--- config.mk ---
export PLATFORM = sky130hd
export DESIGN_NAME = button_gesture_classifier_unit_flat
export DESIGN_NICKNAME = d
export VERILOG_FILES = /design/src/rtl/bgc_pkg.sv /design/src/rtl/bgc_ifs.sv /design/src/rtl/bgc_cfg.sv /design/src/rtl/bgc_core.sv /design/src/rtl/bgc_resq.sv /design/src/rtl/button_gesture_classifier_unit.sv /design/src/flat_wrapper.sv
export SDC_FILE = /design/constraint.sdc
export NUM_CORES = 1
export LEC_CHECK = 0
export ABC_CLOCK_PERIOD_IN_PS = 10570
export BUFFER_PORTS_ARGS = -buffer_cell sky130_fd_sc_hd__clkbuf_2
export CAP_MARGIN = 20
export CORE_MARGIN = 1
export CORE_UTILIZATION = 35
export CTS_CLUSTER_DIAMETER = 200
export DETAILED_ROUTE_END_ITERATION = 10
export GPL_TIMING_DRIVEN = 0
export SETUP_SLACK_MARGIN = 0.3
export SYNTH_ARGS = -nofsm -noshare
export SYNTH_HDL_FRONTEND = slang
export SYNTH_HIERARCHICAL = 1
export SYNTH_SLANG_ARGS = --single-unit
export TNS_END_PERCENT = 20
--- constraint.sdc ---
create_clock -name clk -period 10.57 [get_ports clk]
set_input_delay 0.5285 -clock clk [delete_from_list [all_inputs] [get_ports clk]]
set_output_delay 0.5285 -clock clk [all_outputs]
set_load 0.05 [all_outputs]
--- src/rtl/bgc_pkg.sv ---
`timescale 1ns / 1ps
`default_nettype none
// -----------------------------------------------------------------------------
// bgc_pkg: shared types and constants of the button gesture classifier
// Register indexes, result record, configuration bundle and reset defaults.
// -----------------------------------------------------------------------------
package bgc_pkg;

	localparam int TIME_BITS_DEF = 32;
	localparam int MAX_RESULTS   = 3;

	// configuration register indexes
	typedef enum logic [2:0] {
		REG_BUTTON_ID     = 3'd0,
		REG_POLLING_EN    = 3'd1,
		REG_POSITIONING   = 3'd2,
		REG_MULTI_TAP     = 3'd3,
		REG_TAP_WINDOW    = 3'd4,
		REG_LONG_PRESS    = 3'd5,
		REG_DEBOUNCE      = 3'd6,
		REG_TASK_PERIOD   = 3'd7
	} reg_idx_t;

	typedef enum logic {
		EV_STATE  = 1'b0,
		EV_ACTION = 1'b1
	} ev_kind_t;

	typedef enum logic [1:0] {
		ACT_TAP       = 2'd0,
		ACT_LONG      = 2'd1,
		ACT_POS_START = 2'd2,
		ACT_POS_STOP  = 2'd3
	} act_t;

	localparam logic [7:0]  TAP_MAX          = 8'd254;
	localparam logic [15:0] BUTTON_ID_RST    = 16'd0;
	localparam logic [15:0] TAP_WINDOW_RST   = 16'd300;
	localparam logic [15:0] LONG_PRESS_RST   = 16'd800;
	localparam logic [15:0] DEBOUNCE_RST     = 16'd50;
	localparam logic [7:0]  TASK_PERIOD_RST  = 8'd10;

	typedef struct packed {
		logic [15:0] button_id;
		logic        polling_en;
		logic        positioning_en;
		logic        multi_tap_en;
		logic [15:0] tap_window;
		logic [15:0] long_press;
		logic [15:0] debounce;
		logic [7:0]  task_period;
	} cfg_t;

	typedef struct packed {
		ev_kind_t    kind;
		logic [15:0] code;
		logic        state;
		act_t        act;
		logic [7:0]  cnt;
	} result_t;

	// all results of one item, handed from the core to the result queue
	typedef struct packed {
		logic         load;
		logic [1:0]   n;
		result_t [MAX_RESULTS-1:0] items;
	} batch_t;

endpackage
`default_nettype wire

--- src/rtl/bgc_ifs.sv ---
`timescale 1ns / 1ps
`default_nettype none
// -----------------------------------------------------------------------------
// bgc_ifs: valid/ready channels of the button gesture classifier
// Input channel carries one tick or level change, output channel one event.
// -----------------------------------------------------------------------------
interface bgc_in_if;
	logic valid;
	logic ready;
	logic req_type;
	logic level;

	modport source (output valid, output req_type, output level, input ready);
	modport sink   (input valid, input req_type, input level, output ready);
endinterface

interface bgc_out_if;
	logic        valid;
	logic        ready;
	logic        event_kind;
	logic [15:0] button_code;
	logic        new_state;
	logic [1:0]  action_code;
	logic [7:0]  tap_count;
	logic        last;

	modport source (output valid, output event_kind, output button_code, output new_state,
		output action_code, output tap_count, output last, input ready);
	modport sink   (input valid, input event_kind, input button_code, input new_state,
		input action_code, input tap_count, input last, output ready);
endinterface
`default_nettype wire

--- src/rtl/bgc_cfg.sv ---
`timescale 1ns / 1ps
`default_nettype none
// -----------------------------------------------------------------------------
// bgc_cfg: configuration register file
// Decodes plain register writes into the configuration bundle.
// -----------------------------------------------------------------------------
module bgc_cfg (
	input  wire logic          clk,
	input  wire logic          arst_n,
	input  wire logic          wr_en,
	input  wire logic [2:0]    index,
	input  wire logic [15:0]   data,
	output bgc_pkg::cfg_t      cfg
);

	bgc_pkg::cfg_t cfg_q;

	always_ff @(posedge clk or negedge arst_n) begin
		if (!arst_n) begin
			cfg_q.button_id      <= bgc_pkg::BUTTON_ID_RST;
			cfg_q.polling_en     <= 1'b1;
			cfg_q.positioning_en <= 1'b0;
			cfg_q.multi_tap_en   <= 1'b0;
			cfg_q.tap_window     <= bgc_pkg::TAP_WINDOW_RST;
			cfg_q.long_press     <= bgc_pkg::LONG_PRESS_RST;
			cfg_q.debounce       <= bgc_pkg::DEBOUNCE_RST;
			cfg_q.task_period    <= bgc_pkg::TASK_PERIOD_RST;
		end else if (wr_en) begin
			unique case (bgc_pkg::reg_idx_t'(index))
				bgc_pkg::REG_BUTTON_ID:   cfg_q.button_id      <= data;
				bgc_pkg::REG_POLLING_EN:  cfg_q.polling_en     <= data[0];
				bgc_pkg::REG_POSITIONING: cfg_q.positioning_en <= data[0];
				bgc_pkg::REG_MULTI_TAP:   cfg_q.multi_tap_en   <= data[0];
				bgc_pkg::REG_TAP_WINDOW:  cfg_q.tap_window     <= data;
				bgc_pkg::REG_LONG_PRESS:  cfg_q.long_press     <= data;
				bgc_pkg::REG_DEBOUNCE:    cfg_q.debounce       <= data;
				bgc_pkg::REG_TASK_PERIOD: cfg_q.task_period    <= data[7:0];
			endcase
		end
	end

	assign cfg = cfg_q;

endmodule
`default_nettype wire

--- src/rtl/bgc_core.sv ---
`timescale 1ns / 1ps
`default_nettype none
// -----------------------------------------------------------------------------
// bgc_core: input register, gesture state and single-pass classification
// Evaluates one registered item per cycle while q_free and hands its results over as a batch.
// -----------------------------------------------------------------------------
module bgc_core #(
	parameter int TIME_BITS = bgc_pkg::TIME_BITS_DEF
) (
	input  wire logic          clk,
	input  wire logic          arst_n,
	bgc_in_if.sink             in_ch,
	input  wire bgc_pkg::cfg_t cfg,
	input  wire logic          q_free,
	output bgc_pkg::batch_t    batch
);

	typedef logic [TIME_BITS-1:0] tm_t;

	// elapsed time clamped to 16 bits
	function automatic logic [15:0] sat16(input tm_t d);
		tm_t hi;
		hi = d >> 16;
		return (hi != '0) ? 16'hFFFF : d[15:0];
	endfunction

	logic v_s1;
	logic type_s1;
	logic lvl_s1;

	tm_t        now_q, last_task_q, last_bounce_q, pstart_q, pend_q;
	logic       prev_q, stable_q, pev_q, pos_q, cp_q;
	logic [7:0] taps_q;

	tm_t        now_n, last_task_n, last_bounce_n, pstart_n, pend_n;
	logic       prev_n, stable_n, pev_n, pos_n, cp_n;
	logic [7:0] taps_n;

	logic proc;
	tm_t  now_inc, t_evt;
	logic due, poll, deb, lc, merge, pend_set;
	logic [15:0] gap_task, gap_bounce, gap_ps_old, gap_pe_old, gap_ps, gap_pe;
	bgc_pkg::result_t [bgc_pkg::MAX_RESULTS-1:0] res;
	logic [1:0] k;

	assign proc        = v_s1 && q_free;
	assign in_ch.ready = !v_s1 || q_free;

	// input register: take a new item whenever the current one moves on
	always_ff @(posedge clk or negedge arst_n) begin
		if (!arst_n) begin
			v_s1 <= 1'b0;
		end else if (in_ch.ready) begin
			v_s1 <= in_ch.valid;
		end
	end

	always_ff @(posedge clk) begin
		if (in_ch.ready && in_ch.valid) begin
			type_s1 <= in_ch.req_type;
			lvl_s1  <= in_ch.level;
		end
	end

	assign now_inc    = tm_t'(now_q + 1'b1);
	assign t_evt      = type_s1 ? now_q : now_inc;
	assign gap_task   = sat16(tm_t'(now_inc - last_task_q));
	assign gap_bounce = sat16(tm_t'(now_inc - last_bounce_q));
	assign gap_ps_old = sat16(tm_t'(now_inc - pstart_q));
	assign gap_pe_old = sat16(tm_t'(now_inc - pend_q));

	assign due   = !type_s1 && (gap_task >= {8'd0, cfg.task_period});
	assign poll  = due && cfg.polling_en;
	// a changed raw level restarts the bounce timer, so it cannot pass this time
	assign deb   = poll && (lvl_s1 == prev_q) && (gap_bounce > cfg.debounce)
		&& (lvl_s1 != stable_q);
	assign lc    = type_s1 || deb;
	assign merge = pev_q && (tm_t'(t_evt - pend_q) <= tm_t'(cfg.tap_window));

	always_comb begin
		now_n         = now_q;
		last_task_n   = last_task_q;
		last_bounce_n = last_bounce_q;
		pstart_n      = pstart_q;
		pend_n        = pend_q;
		prev_n        = prev_q;
		stable_n      = stable_q;
		pev_n         = pev_q;
		pos_n         = pos_q;
		cp_n          = cp_q;
		taps_n        = taps_q;
		pend_set      = 1'b0;
		res           = '0;
		k             = 2'd0;

		if (!type_s1) begin
			now_n = now_inc;
		end
		if (due) begin
			last_task_n = now_inc;
		end
		if (poll && (lvl_s1 != prev_q)) begin
			last_bounce_n = now_inc;
		end
		if (type_s1 || poll) begin
			prev_n = lvl_s1;
		end

		// stable level change
		if (lc) begin
			stable_n = lvl_s1;
			res[k]   = '{bgc_pkg::EV_STATE, cfg.button_id, lvl_s1, bgc_pkg::ACT_TAP, 8'd0};
			k        = k + 2'd1;
			if (lvl_s1) begin
				if (merge) begin
					if (taps_q < bgc_pkg::TAP_MAX) begin
						taps_n = taps_q + 8'd1;
					end
					pend_n = '0;
					pev_n  = 1'b0;
				end else begin
					taps_n = 8'd1;
				end
				pos_n    = 1'b0;
				pstart_n = t_evt;
				cp_n     = 1'b1;
			end else begin
				if (pos_q) begin
					res[k] = '{bgc_pkg::EV_ACTION, cfg.button_id, 1'b0,
						bgc_pkg::ACT_POS_STOP, 8'd1};
					k      = k + 2'd1;
					pos_n  = 1'b0;
					taps_n = 8'd0;
				end
				if (taps_n != 8'd0) begin
					pend_n   = t_evt;
					pev_n    = 1'b1;
					cp_n     = 1'b1;
					pend_set = 1'b1;
				end
			end
		end

		// timestamps written just now give zero elapsed time
		gap_ps = (lc && lvl_s1) ? 16'd0 : gap_ps_old;
		gap_pe = pend_set ? 16'd0 : gap_pe_old;

		// pending gesture check
		if (due && cp_n) begin
			if (gap_ps >= cfg.long_press) begin
				res[k] = '{bgc_pkg::EV_ACTION, cfg.button_id, 1'b0,
					cfg.positioning_en ? bgc_pkg::ACT_POS_START : bgc_pkg::ACT_LONG, 8'd1};
				k        = k + 2'd1;
				pstart_n = '0;
				pend_n   = '0;
				pev_n    = 1'b0;
				taps_n   = 8'd0;
				cp_n     = 1'b0;
				if (cfg.positioning_en) begin
					pos_n = 1'b1;
				end
			end else if (pev_n && ((gap_pe >= cfg.tap_window) || !cfg.multi_tap_en)) begin
				res[k] = '{bgc_pkg::EV_ACTION, cfg.button_id, 1'b0, bgc_pkg::ACT_TAP, taps_n};
				k        = k + 2'd1;
				pstart_n = '0;
				pend_n   = '0;
				pev_n    = 1'b0;
				taps_n   = 8'd0;
				cp_n     = 1'b0;
			end
		end
	end

	always_ff @(posedge clk or negedge arst_n) begin
		if (!arst_n) begin
			now_q         <= '0;
			last_task_q   <= '0;
			last_bounce_q <= '0;
			pstart_q      <= '0;
			pend_q        <= '0;
			prev_q        <= 1'b0;
			stable_q      <= 1'b0;
			pev_q         <= 1'b0;
			pos_q         <= 1'b0;
			cp_q          <= 1'b0;
			taps_q        <= 8'd0;
		end else if (proc) begin
			now_q         <= now_n;
			last_task_q   <= last_task_n;
			last_bounce_q <= last_bounce_n;
			pstart_q      <= pstart_n;
			pend_q        <= pend_n;
			prev_q        <= prev_n;
			stable_q      <= stable_n;
			pev_q         <= pev_n;
			pos_q         <= pos_n;
			cp_q          <= cp_n;
			taps_q        <= taps_n;
		end
	end

	assign batch.load  = proc;
	assign batch.n     = k;
	assign batch.items = res;

endmodule
`default_nettype wire

--- src/rtl/bgc_resq.sv ---
`timescale 1ns / 1ps
`default_nettype none
// -----------------------------------------------------------------------------
// bgc_resq: result queue
// Holds the results of one item and sends them out one per cycle while out_ch.ready is high.
// -----------------------------------------------------------------------------
module bgc_resq (
	input  wire logic            clk,
	input  wire logic            arst_n,
	input  wire bgc_pkg::batch_t batch,
	output logic                 q_free,
	bgc_out_if.source            out_ch
);

	bgc_pkg::result_t [bgc_pkg::MAX_RESULTS-1:0] ent_q;
	logic [1:0] n_q;
	logic       take;

	assign take   = out_ch.valid && out_ch.ready;
	assign q_free = (n_q == 2'd0) || ((n_q == 2'd1) && take);

	always_ff @(posedge clk or negedge arst_n) begin
		if (!arst_n) begin
			n_q <= 2'd0;
		end else if (batch.load) begin
			n_q <= batch.n;
		end else if (take) begin
			n_q <= n_q - 2'd1;
		end
	end

	// shift toward the head as results leave
	always_ff @(posedge clk) begin
		if (batch.load) begin
			ent_q <= batch.items;
		end else if (take) begin
			ent_q[0] <= ent_q[1];
			ent_q[1] <= ent_q[2];
		end
	end

	assign out_ch.valid       = (n_q != 2'd0);
	assign out_ch.event_kind  = ent_q[0].kind;
	assign out_ch.button_code = ent_q[0].code;
	assign out_ch.new_state   = ent_q[0].state;
	assign out_ch.action_code = ent_q[0].act;
	assign out_ch.tap_count   = ent_q[0].cnt;
	assign out_ch.last        = (n_q == 2'd1);

endmodule
`default_nettype wire

--- src/rtl/button_gesture_classifier_unit.sv ---
`timescale 1ns / 1ps
`default_nettype none
// -----------------------------------------------------------------------------
// button_gesture_classifier_unit: tap / long press / positioning detector
// Debounces a polled button or takes external level changes, counts taps and
// reports state changes and gestures for one button.
//
//  channel  | dir | handshake      | payload
//  ---------+-----+----------------+--------------------------------------------
//  in_ch    | in  | valid / ready  | req_type, level
//  out_ch   | out | valid / ready  | event_kind, button_code, new_state,
//           |     |                | action_code, tap_count, last
//  cfg_*    | in  | cfg_wr_en only | cfg_index, cfg_data (16 bit)
//
//  An item is held in the input register, then combinational logic produces
//  all its results (zero to two) into the result queue.
//  The queue sends one result per cycle while out_ch.ready is high, and it
//  takes the results of the next item only once it is empty or the last
//  result of the current item leaves.
//  Reset clears all timers and gesture state and loads register defaults;
//  no clearing pass follows.
//  A stalled output holds its result; an empty input register takes an item.
// -----------------------------------------------------------------------------
module button_gesture_classifier_unit #(
	parameter int TIME_BITS = bgc_pkg::TIME_BITS_DEF
) (
	input  wire logic        clk,
	input  wire logic        arst_n,
	input  wire logic        cfg_wr_en,
	input  wire logic [2:0]  cfg_index,
	input  wire logic [15:0] cfg_data,
	bgc_in_if.sink           in_ch,
	bgc_out_if.source        out_ch
);

	bgc_pkg::cfg_t   cfg;
	bgc_pkg::batch_t batch;
	logic            q_free;

	// register file: user writes only while the block is idle, not enforced
	bgc_cfg u_cfg (
		.clk    (clk),
		.arst_n (arst_n),
		.wr_en  (cfg_wr_en),
		.index  (cfg_index),
		.data   (cfg_data),
		.cfg    (cfg)
	);

	// input register, millisecond clock, debounce and gesture state;
	// advance only when the queue can take the whole batch
	bgc_core #(
		.TIME_BITS (TIME_BITS)
	) u_core (
		.clk    (clk),
		.arst_n (arst_n),
		.in_ch  (in_ch),
		.cfg    (cfg),
		.q_free (q_free),
		.batch  (batch)
	);

	// result queue: drain one result per ready cycle, flag the final one
	bgc_resq u_resq (
		.clk    (clk),
		.arst_n (arst_n),
		.batch  (batch),
		.q_free (q_free),
		.out_ch (out_ch)
	);

endmodule
`default_nettype wire

--- src/flat_wrapper.sv ---
// flat-port wrapper written by rule: the top's interface ports become plain ports
module button_gesture_classifier_unit_flat 
#(
	parameter int TIME_BITS = bgc_pkg::TIME_BITS_DEF
)
  (clk, arst_n, cfg_wr_en, cfg_index, cfg_data, in_ch_valid, in_ch_req_type, in_ch_level, in_ch_ready, out_ch_valid, out_ch_event_kind, out_ch_button_code, out_ch_new_state, out_ch_action_code, out_ch_tap_count, out_ch_last, out_ch_ready);
  bgc_in_if in_ch_i ();
  bgc_out_if out_ch_i ();
  input  wire logic clk;
  input  wire logic arst_n;
  input  wire logic cfg_wr_en;
  input  wire logic [2:0] cfg_index;
  input  wire logic [15:0] cfg_data;
  input wire logic [$bits(in_ch_i.valid)-1:0] in_ch_valid;
  input wire logic [$bits(in_ch_i.req_type)-1:0] in_ch_req_type;
  input wire logic [$bits(in_ch_i.level)-1:0] in_ch_level;
  output wire logic [$bits(in_ch_i.ready)-1:0] in_ch_ready;
  output wire logic [$bits(out_ch_i.valid)-1:0] out_ch_valid;
  output wire logic [$bits(out_ch_i.event_kind)-1:0] out_ch_event_kind;
  output wire logic [$bits(out_ch_i.button_code)-1:0] out_ch_button_code;
  output wire logic [$bits(out_ch_i.new_state)-1:0] out_ch_new_state;
  output wire logic [$bits(out_ch_i.action_code)-1:0] out_ch_action_code;
  output wire logic [$bits(out_ch_i.tap_count)-1:0] out_ch_tap_count;
  output wire logic [$bits(out_ch_i.last)-1:0] out_ch_last;
  input wire logic [$bits(out_ch_i.ready)-1:0] out_ch_ready;
  assign in_ch_i.valid = in_ch_valid;
  assign in_ch_i.req_type = in_ch_req_type;
  assign in_ch_i.level = in_ch_level;
  assign in_ch_ready = in_ch_i.ready;
  assign out_ch_valid = out_ch_i.valid;
  assign out_ch_event_kind = out_ch_i.event_kind;
  assign out_ch_button_code = out_ch_i.button_code;
  assign out_ch_new_state = out_ch_i.new_state;
  assign out_ch_action_code = out_ch_i.action_code;
  assign out_ch_tap_count = out_ch_i.tap_count;
  assign out_ch_last = out_ch_i.last;
  assign out_ch_i.ready = out_ch_ready;
  button_gesture_classifier_unit #(.TIME_BITS(TIME_BITS)) u_core (.clk(clk), .arst_n(arst_n), .cfg_wr_en(cfg_wr_en), .cfg_index(cfg_index), .cfg_data(cfg_data), .in_ch(in_ch_i), .out_ch(out_ch_i));
endmodule
### Word-level counts from Yosys, hierarchy flattened

Cells that the tools add are included.

| operators by class | value |
|---|---|
| add/sub/neg operators | 9 |
| magnitude comparators | 8 |
| eq/ne operators | 11 |
| multiplexer cells | 70 |
| reductions and logical operators | 44 |

Operator list:

| cell | count |
|---|---|
| 2-to-1 mux 32 bit | 13 |
| 2-to-1 mux 56 bit | 4 |
| bitwise mux 84 bit | 2 |
| 2-to-1 mux 84 bit | 2 |
| subtractor 32 bit | 5 |
| nonzero test 32 bit | 4 |
| 2-to-1 mux 16 bit | 6 |
| 2-to-1 mux 28 bit | 3 |
| 2-to-1 mux 8 bit | 10 |
| demux 28 bit (select 2 bit) | 1 |
| adder 32 x 1 -> 32 bit, second input constant | 1 |
| greater-or-equal comparator 16 bit | 2 |
| <= comparator 32 x 16 -> 1 bit | 1 |
| AND reduction 2 bit | 12 |
| 2-to-1 mux 1 bit | 20 |
| 2-to-1 mux 2 bit | 9 |
| greater-or-equal comparator 16 x 8 -> 1 bit | 1 |
| greater-than comparator 16 bit | 1 |
| logical AND 1 bit | 15 |
| equality test 3 bit, second input constant | 4 |
| adder 8 x 1 -> 8 bit, second input constant | 1 |
| less-than comparator 8 bit, second input constant | 1 |
| nonzero test 8 bit | 1 |
| equality test 3 x 2 -> 1 bit, second input constant | 2 |
| other kinds (13) | 21 |

| storage, ports and cells | value |
|---|---|
| register bits after elaboration | 337 |
| input bits | 26 |
| output and inout port bits | 31 |
| logic and storage cells | 180 |

### Longest topological paths before layout

| logic depth | value |
|---|---|
| word-level depth | 24 |
| depth in mapped cells | 54 |
| depth with buffers taken out | 48 |

### Modules after synthesis

The synthesis kept the hierarchy.

Modules (own cells, without submodules):

| module | instances | cells an instance | area each (µm²) | seq. area each (µm²) |
|---|---|---|---|---|
| bgc_core | 1 | 2629 | 20309.5 | 4414.2 |
| bgc_resq | 1 | 191 | 3554.7 | 2572.5 |
| bgc_cfg | 1 | 167 | 2947.8 | 1893.1 |

### Least setup slack after synthesis

Ideal clock, no wire load.

| timing path | value |
|---|---|
| kind | register to register |
| from | register u_core.u_core.now_q[0] |
| to | register u_core/u_resq/ent_q[55] (netlist bit) (data pin) |
| setup time | 0.260 ns |
| data arrival time | 11.127 ns |
| data required time | 10.310 ns |
| setup slack | -0.817 ns |
| stages on the path, launching flop included | 53 |
| buffers on the path | 6 |
| period minus slack after synthesis | 11.387 ns |
| cell sequence | dfrtp_1 > ha_1 > nand3_1 > nor2_1 > nand4_1 > or2_2 > nor2_1 > nand4_1 > nor2_1 > and3_1 > clkbuf_1 > nand3_1 > xnor2_1 > ha_1 > clkbuf_1 > and3_1 > a221o_1 > a221o_1 > [... 17 more ...] > nor2_1 > a21o_1 > ha_1 > nand2b_1 > a21o_1 > a21o_1 > a21o_1 > a21o_1 > a21oi_1 > o21ai_0 > a21oi_1 > o311ai_1 > and2_1 > a21o_1 > buf_6 > buf_4 > mux2i_1 > mux2_2 |

RTL lines:

| item | RTL line | text |
|---|---|---|
| start, declared | bgc_core.sv:31 | `tm_t now_q, last_task_q, last_bounce_q, pstart_q, pend_q;` |
| start signal, assigned | bgc_core.sv:188 | `now_q <= now_n;` |
| end signal, assigned | bgc_resq.sv:35 | `ent_q <= batch.items;` |
| end, declared | bgc_resq.sv:15 | `bgc_pkg::result_t [bgc_pkg::MAX_RESULTS-1:0] ent_q;` |

==> impl_results.md <==
- Max stage delay on crit path: around 0.54 ns
- Iteration-0 DRC Markers: between 2000 and 2500
- Cell with the most instances on the worst path: a21o_1
- Most common cell in the netlist: inv_1
- Final worst slack: 0.117 ns
- Final setup vio count: 0
- First-pass GRT wire length: ~120000 um
- Top cells by area, synth: dfrtp_1, ha_1, edfxtp_1, mux2_2, a21oi_1
- Peak Freq: around 96 MHz
- Max IR drop VDD: approximately 0.13 mV
- Nets@finish: about 3400
- Layout area overhead: 18.5%
- # DRC: 0
- # rows: 101
- Syn avg cell area: roughly 9.0 um^2
- Max Buffers Root-to-Sink: 3
- Fill cell count: 7454
- Crit path max fanout: 5
- Synthesis Warnings: 6
- GR Util All Layers: just over 20%
- Synth top cells by count: inv_1, a21oi_1, dfrtp_1
- Worst EP required: 10.90 ns
- Cell area after synthesis: 26800 um^2
- Post-synth EDFFs: 86
- Routability Congestion: between 0.8 and 0.9
- Root buffer cell: clkbuf_16
- WL final: about 81000 um
- CTS tree: built
- Clock H-tree levels: 2
- Hold Path Class: input pin to flop
- Final min period: 10.45 ns
- WS Path Type: flop to flop
- CP top delay family: simple AND/OR/NAND/NOR gates
- Worst Tran Pin Value: around 1.2 ns
- Post-synthesis cell count: roughly 3000
- Die H: about 280 um
- CP max-delay cell: or4b_4
- Final period utilization: between 90 and 100%
- Final Hold Vio Count: 0
- Port Buffer Count: 52
- Die Wd: around 280 um
- Slew Limit Fails: 0
- I/O pin count: 57
- Synth async-reset ratio: between 70% and 80%
- Number of max-cap violations: 0
- Cell taking the most area after synthesis: dfrtp_1
- Vias in the first global route: ~22000
- GR Layer Usage met1: between 20 and 30%
- Total CTS buffers: 41
- Synth top area share: between 20 and 25%
- PD cells: 231 nW/um^2
- ANT nets after route: 0
- Pin count of the biggest net entering global routing: slightly above 100
- Buf/Inv on CP: 7
- Setup TNS: 0 ns
- Via density: between 5 and 6
- Top Usage Layer GRT: met2
- Initial Util: between 30% and 40%
- Startpoint Class: flop
- P_leak: approximately 14 nW
- Die area: 77700 um^2
- Sequential fraction of the synthesis area: between 30 and 40%
- Drt pass-1 iters: 5
- Endpoint type of the worst setup path: flop
- Run status: finished clean
- Flops & latches, synth: about 340
- Routed len/inst: about 19 um
- RSZ-0062 raised after global routing: yes
- Met2 Track Usage GR: about 32%
- Area of the core: about 76000 um^2
- Diodes inserted: 0
- Placement Setup Slack: -2.21 ns
- Initial antenna violation count: 2
- Total global routing overflow: 0
- Distinct cells, synth: 96
- Layout cells sized above 1: between 10% and 20%
- Slew margin rel.: a little under a fifth
- Critical path data arrival time: ~11 ns
- Vias: 23100
- Clk Latency, worst-skew pair: approximately 0.57 ns
- Non-filler cells, final: roughly 4200
- Reg clk slew, reported paths: roughly 0.070 ns
- Final clock skew: between 0.015 and 0.02 ns
- HPWL after DPL: 60500 um
- Primary FF master, synth: dfrtp_1
- GR Layer Usage met3: 2.68%
- Placed insts: 4023
- CTS sink cnt: approximately 340
state kept, by name, indices dropped and copies added, names as in the netlist, 2 cells and up:
| name | count |
|---|---|
| u_core/u_resq/out_ch.action_code | 2 |
| u_core/u_core/last_bounce_q | 32 |
| u_core/u_resq/n_q | 2 |
| u_core/u_resq/out_ch.button_code | 16 |
| u_core/u_cfg/cfg | 75 |
| u_core/u_core/last_task_q | 32 |
| u_core/u_resq/out_ch.tap_count | 8 |
| u_core/u_core/pend_q | 32 |
| u_core/u_core/now_q | 32 |
| u_core/u_core/taps_q | 8 |
| u_core/u_resq/ent_q | 56 |
| u_core/u_core/pstart_q | 32 |
final timing paths:
check	endpoint	slack (ns)	cells past startpoint	startpoint
setup / recovery	u_core/u_resq/ent_q[55]	0.12	51	u_core/u_core/now_q[1]
hold / removal	u_core/u_core/type_s1	0.13	1	in_ch_req_type
setup reg to reg	u_core/u_resq/ent_q[55]	0.12	51	u_core/u_core/now_q[1]
hold reg to reg	u_core/u_core/stable_q	0.50	1	u_core/u_core/stable_q
max in group asynchronous	u_core/u_core/now_q[1]	8.65	4	arst_n
min in group asynchronous	u_core/u_core/last_task_q[28]	0.53	2	arst_n
layer usage:
layer  share of wire (%)  vias to the layer above
met5               0.014                        -
met4                 3.6                        2
met3                 5.6                      164
met2                  46                      644
met1                  45                    11100
li1                    -                    11100
report_power, final:
part,total [W],internal [W],switching [W]
logic,0.00401,0.00162,0.00239
clock network,0.00140,0.000811,0.000590
registers,0.00192,0.00177,0.000154
layout by cell type, fill, tap and decap left out, types with 19 or more instances in the layout:
cell / instances
inv_1: 252
dfrtp_1: 236
ha_1: 230
a21oi_1: 219
nand2_1: 217
nor2_1: 170
o21ai_0: 153
mux2_2: 105
xnor2_1: 88
buf_4: 86
edfxtp_1: 86
clkbuf_1: 77
xor2_1: 73
a21o_1: 71
nand3_1: 61
clkbuf_2: 59
o21a_1: 49
mux2i_1: 47
clkbuf_16: 44
nand4_1: 39
nor3_1: 39
or3_1: 36
and2_1: 35
nand2b_1: 34
a21boi_0: 30
mux2_4: 27
buf_2: 24
o21bai_1: 24
a211oi_1: 24
nor2b_1: 23
a32o_1: 21
buf_6: 20
o211ai_1: 19
a31oi_1: 19
a21oi_2: 19
repair_timing:
item                                    4_1_cts  5_1_grt
endpoints found under the setup margin      159      157
buffers inserted                             50       18
resized for setup                           104      192
hold buffers                                  1        0
pin swaps                                    44       69
cloned                                        0        3
hold endpoints to repair                     12        0
cell families after synthesis:
group	count (synthesis)	synth area share [%]
muxes	179	7.44
buffers and inverters	410	6.52
AOI/OAI and AO/OA	845	20.7
DFF	337	33.1
and+or+nand+nor	787	14.6
xor gates and xnor gates	188	6.19
adders and majority gates	240	11.3
other	1	0.0140
area by class of cell:
class / instances / area, um^2 / share of cell area, %
Clock inverter: 14 / 131 / 0.413
Tap cell: 978 / 1220 / 3.85
Sequential cell: 337 / 8880 / 28.0
Timing Repair Buffer: 131 / 1050 / 3.32
Buffer: 154 / 961 / 3.02
Clock buffer: 61 / 1190 / 3.75
Multi-Input combinational cell: 2241 / 17400 / 54.7
Inverter: 256 / 961 / 3.02
per-stage QoR:
step | cell area (um^2) | total power [W] | hold slack [ns] | util, %
CTS | 30900 | 0.00708 | 0.105 | 40.7
global route | 31800 | 0.00782 | 0.120 | 41.9
floorplan | 27000 | 0.00458 | 0.233 | -
detailed placement | 28500 | 0.00552 | 0.493 | 37.6
global placement | 28400 | 0.00547 | 0.490 | 37.5
finish | 31800 | 0.00733 | 0.127 | 41.9
No activity file was read; power rests on OpenSTA's default activity.
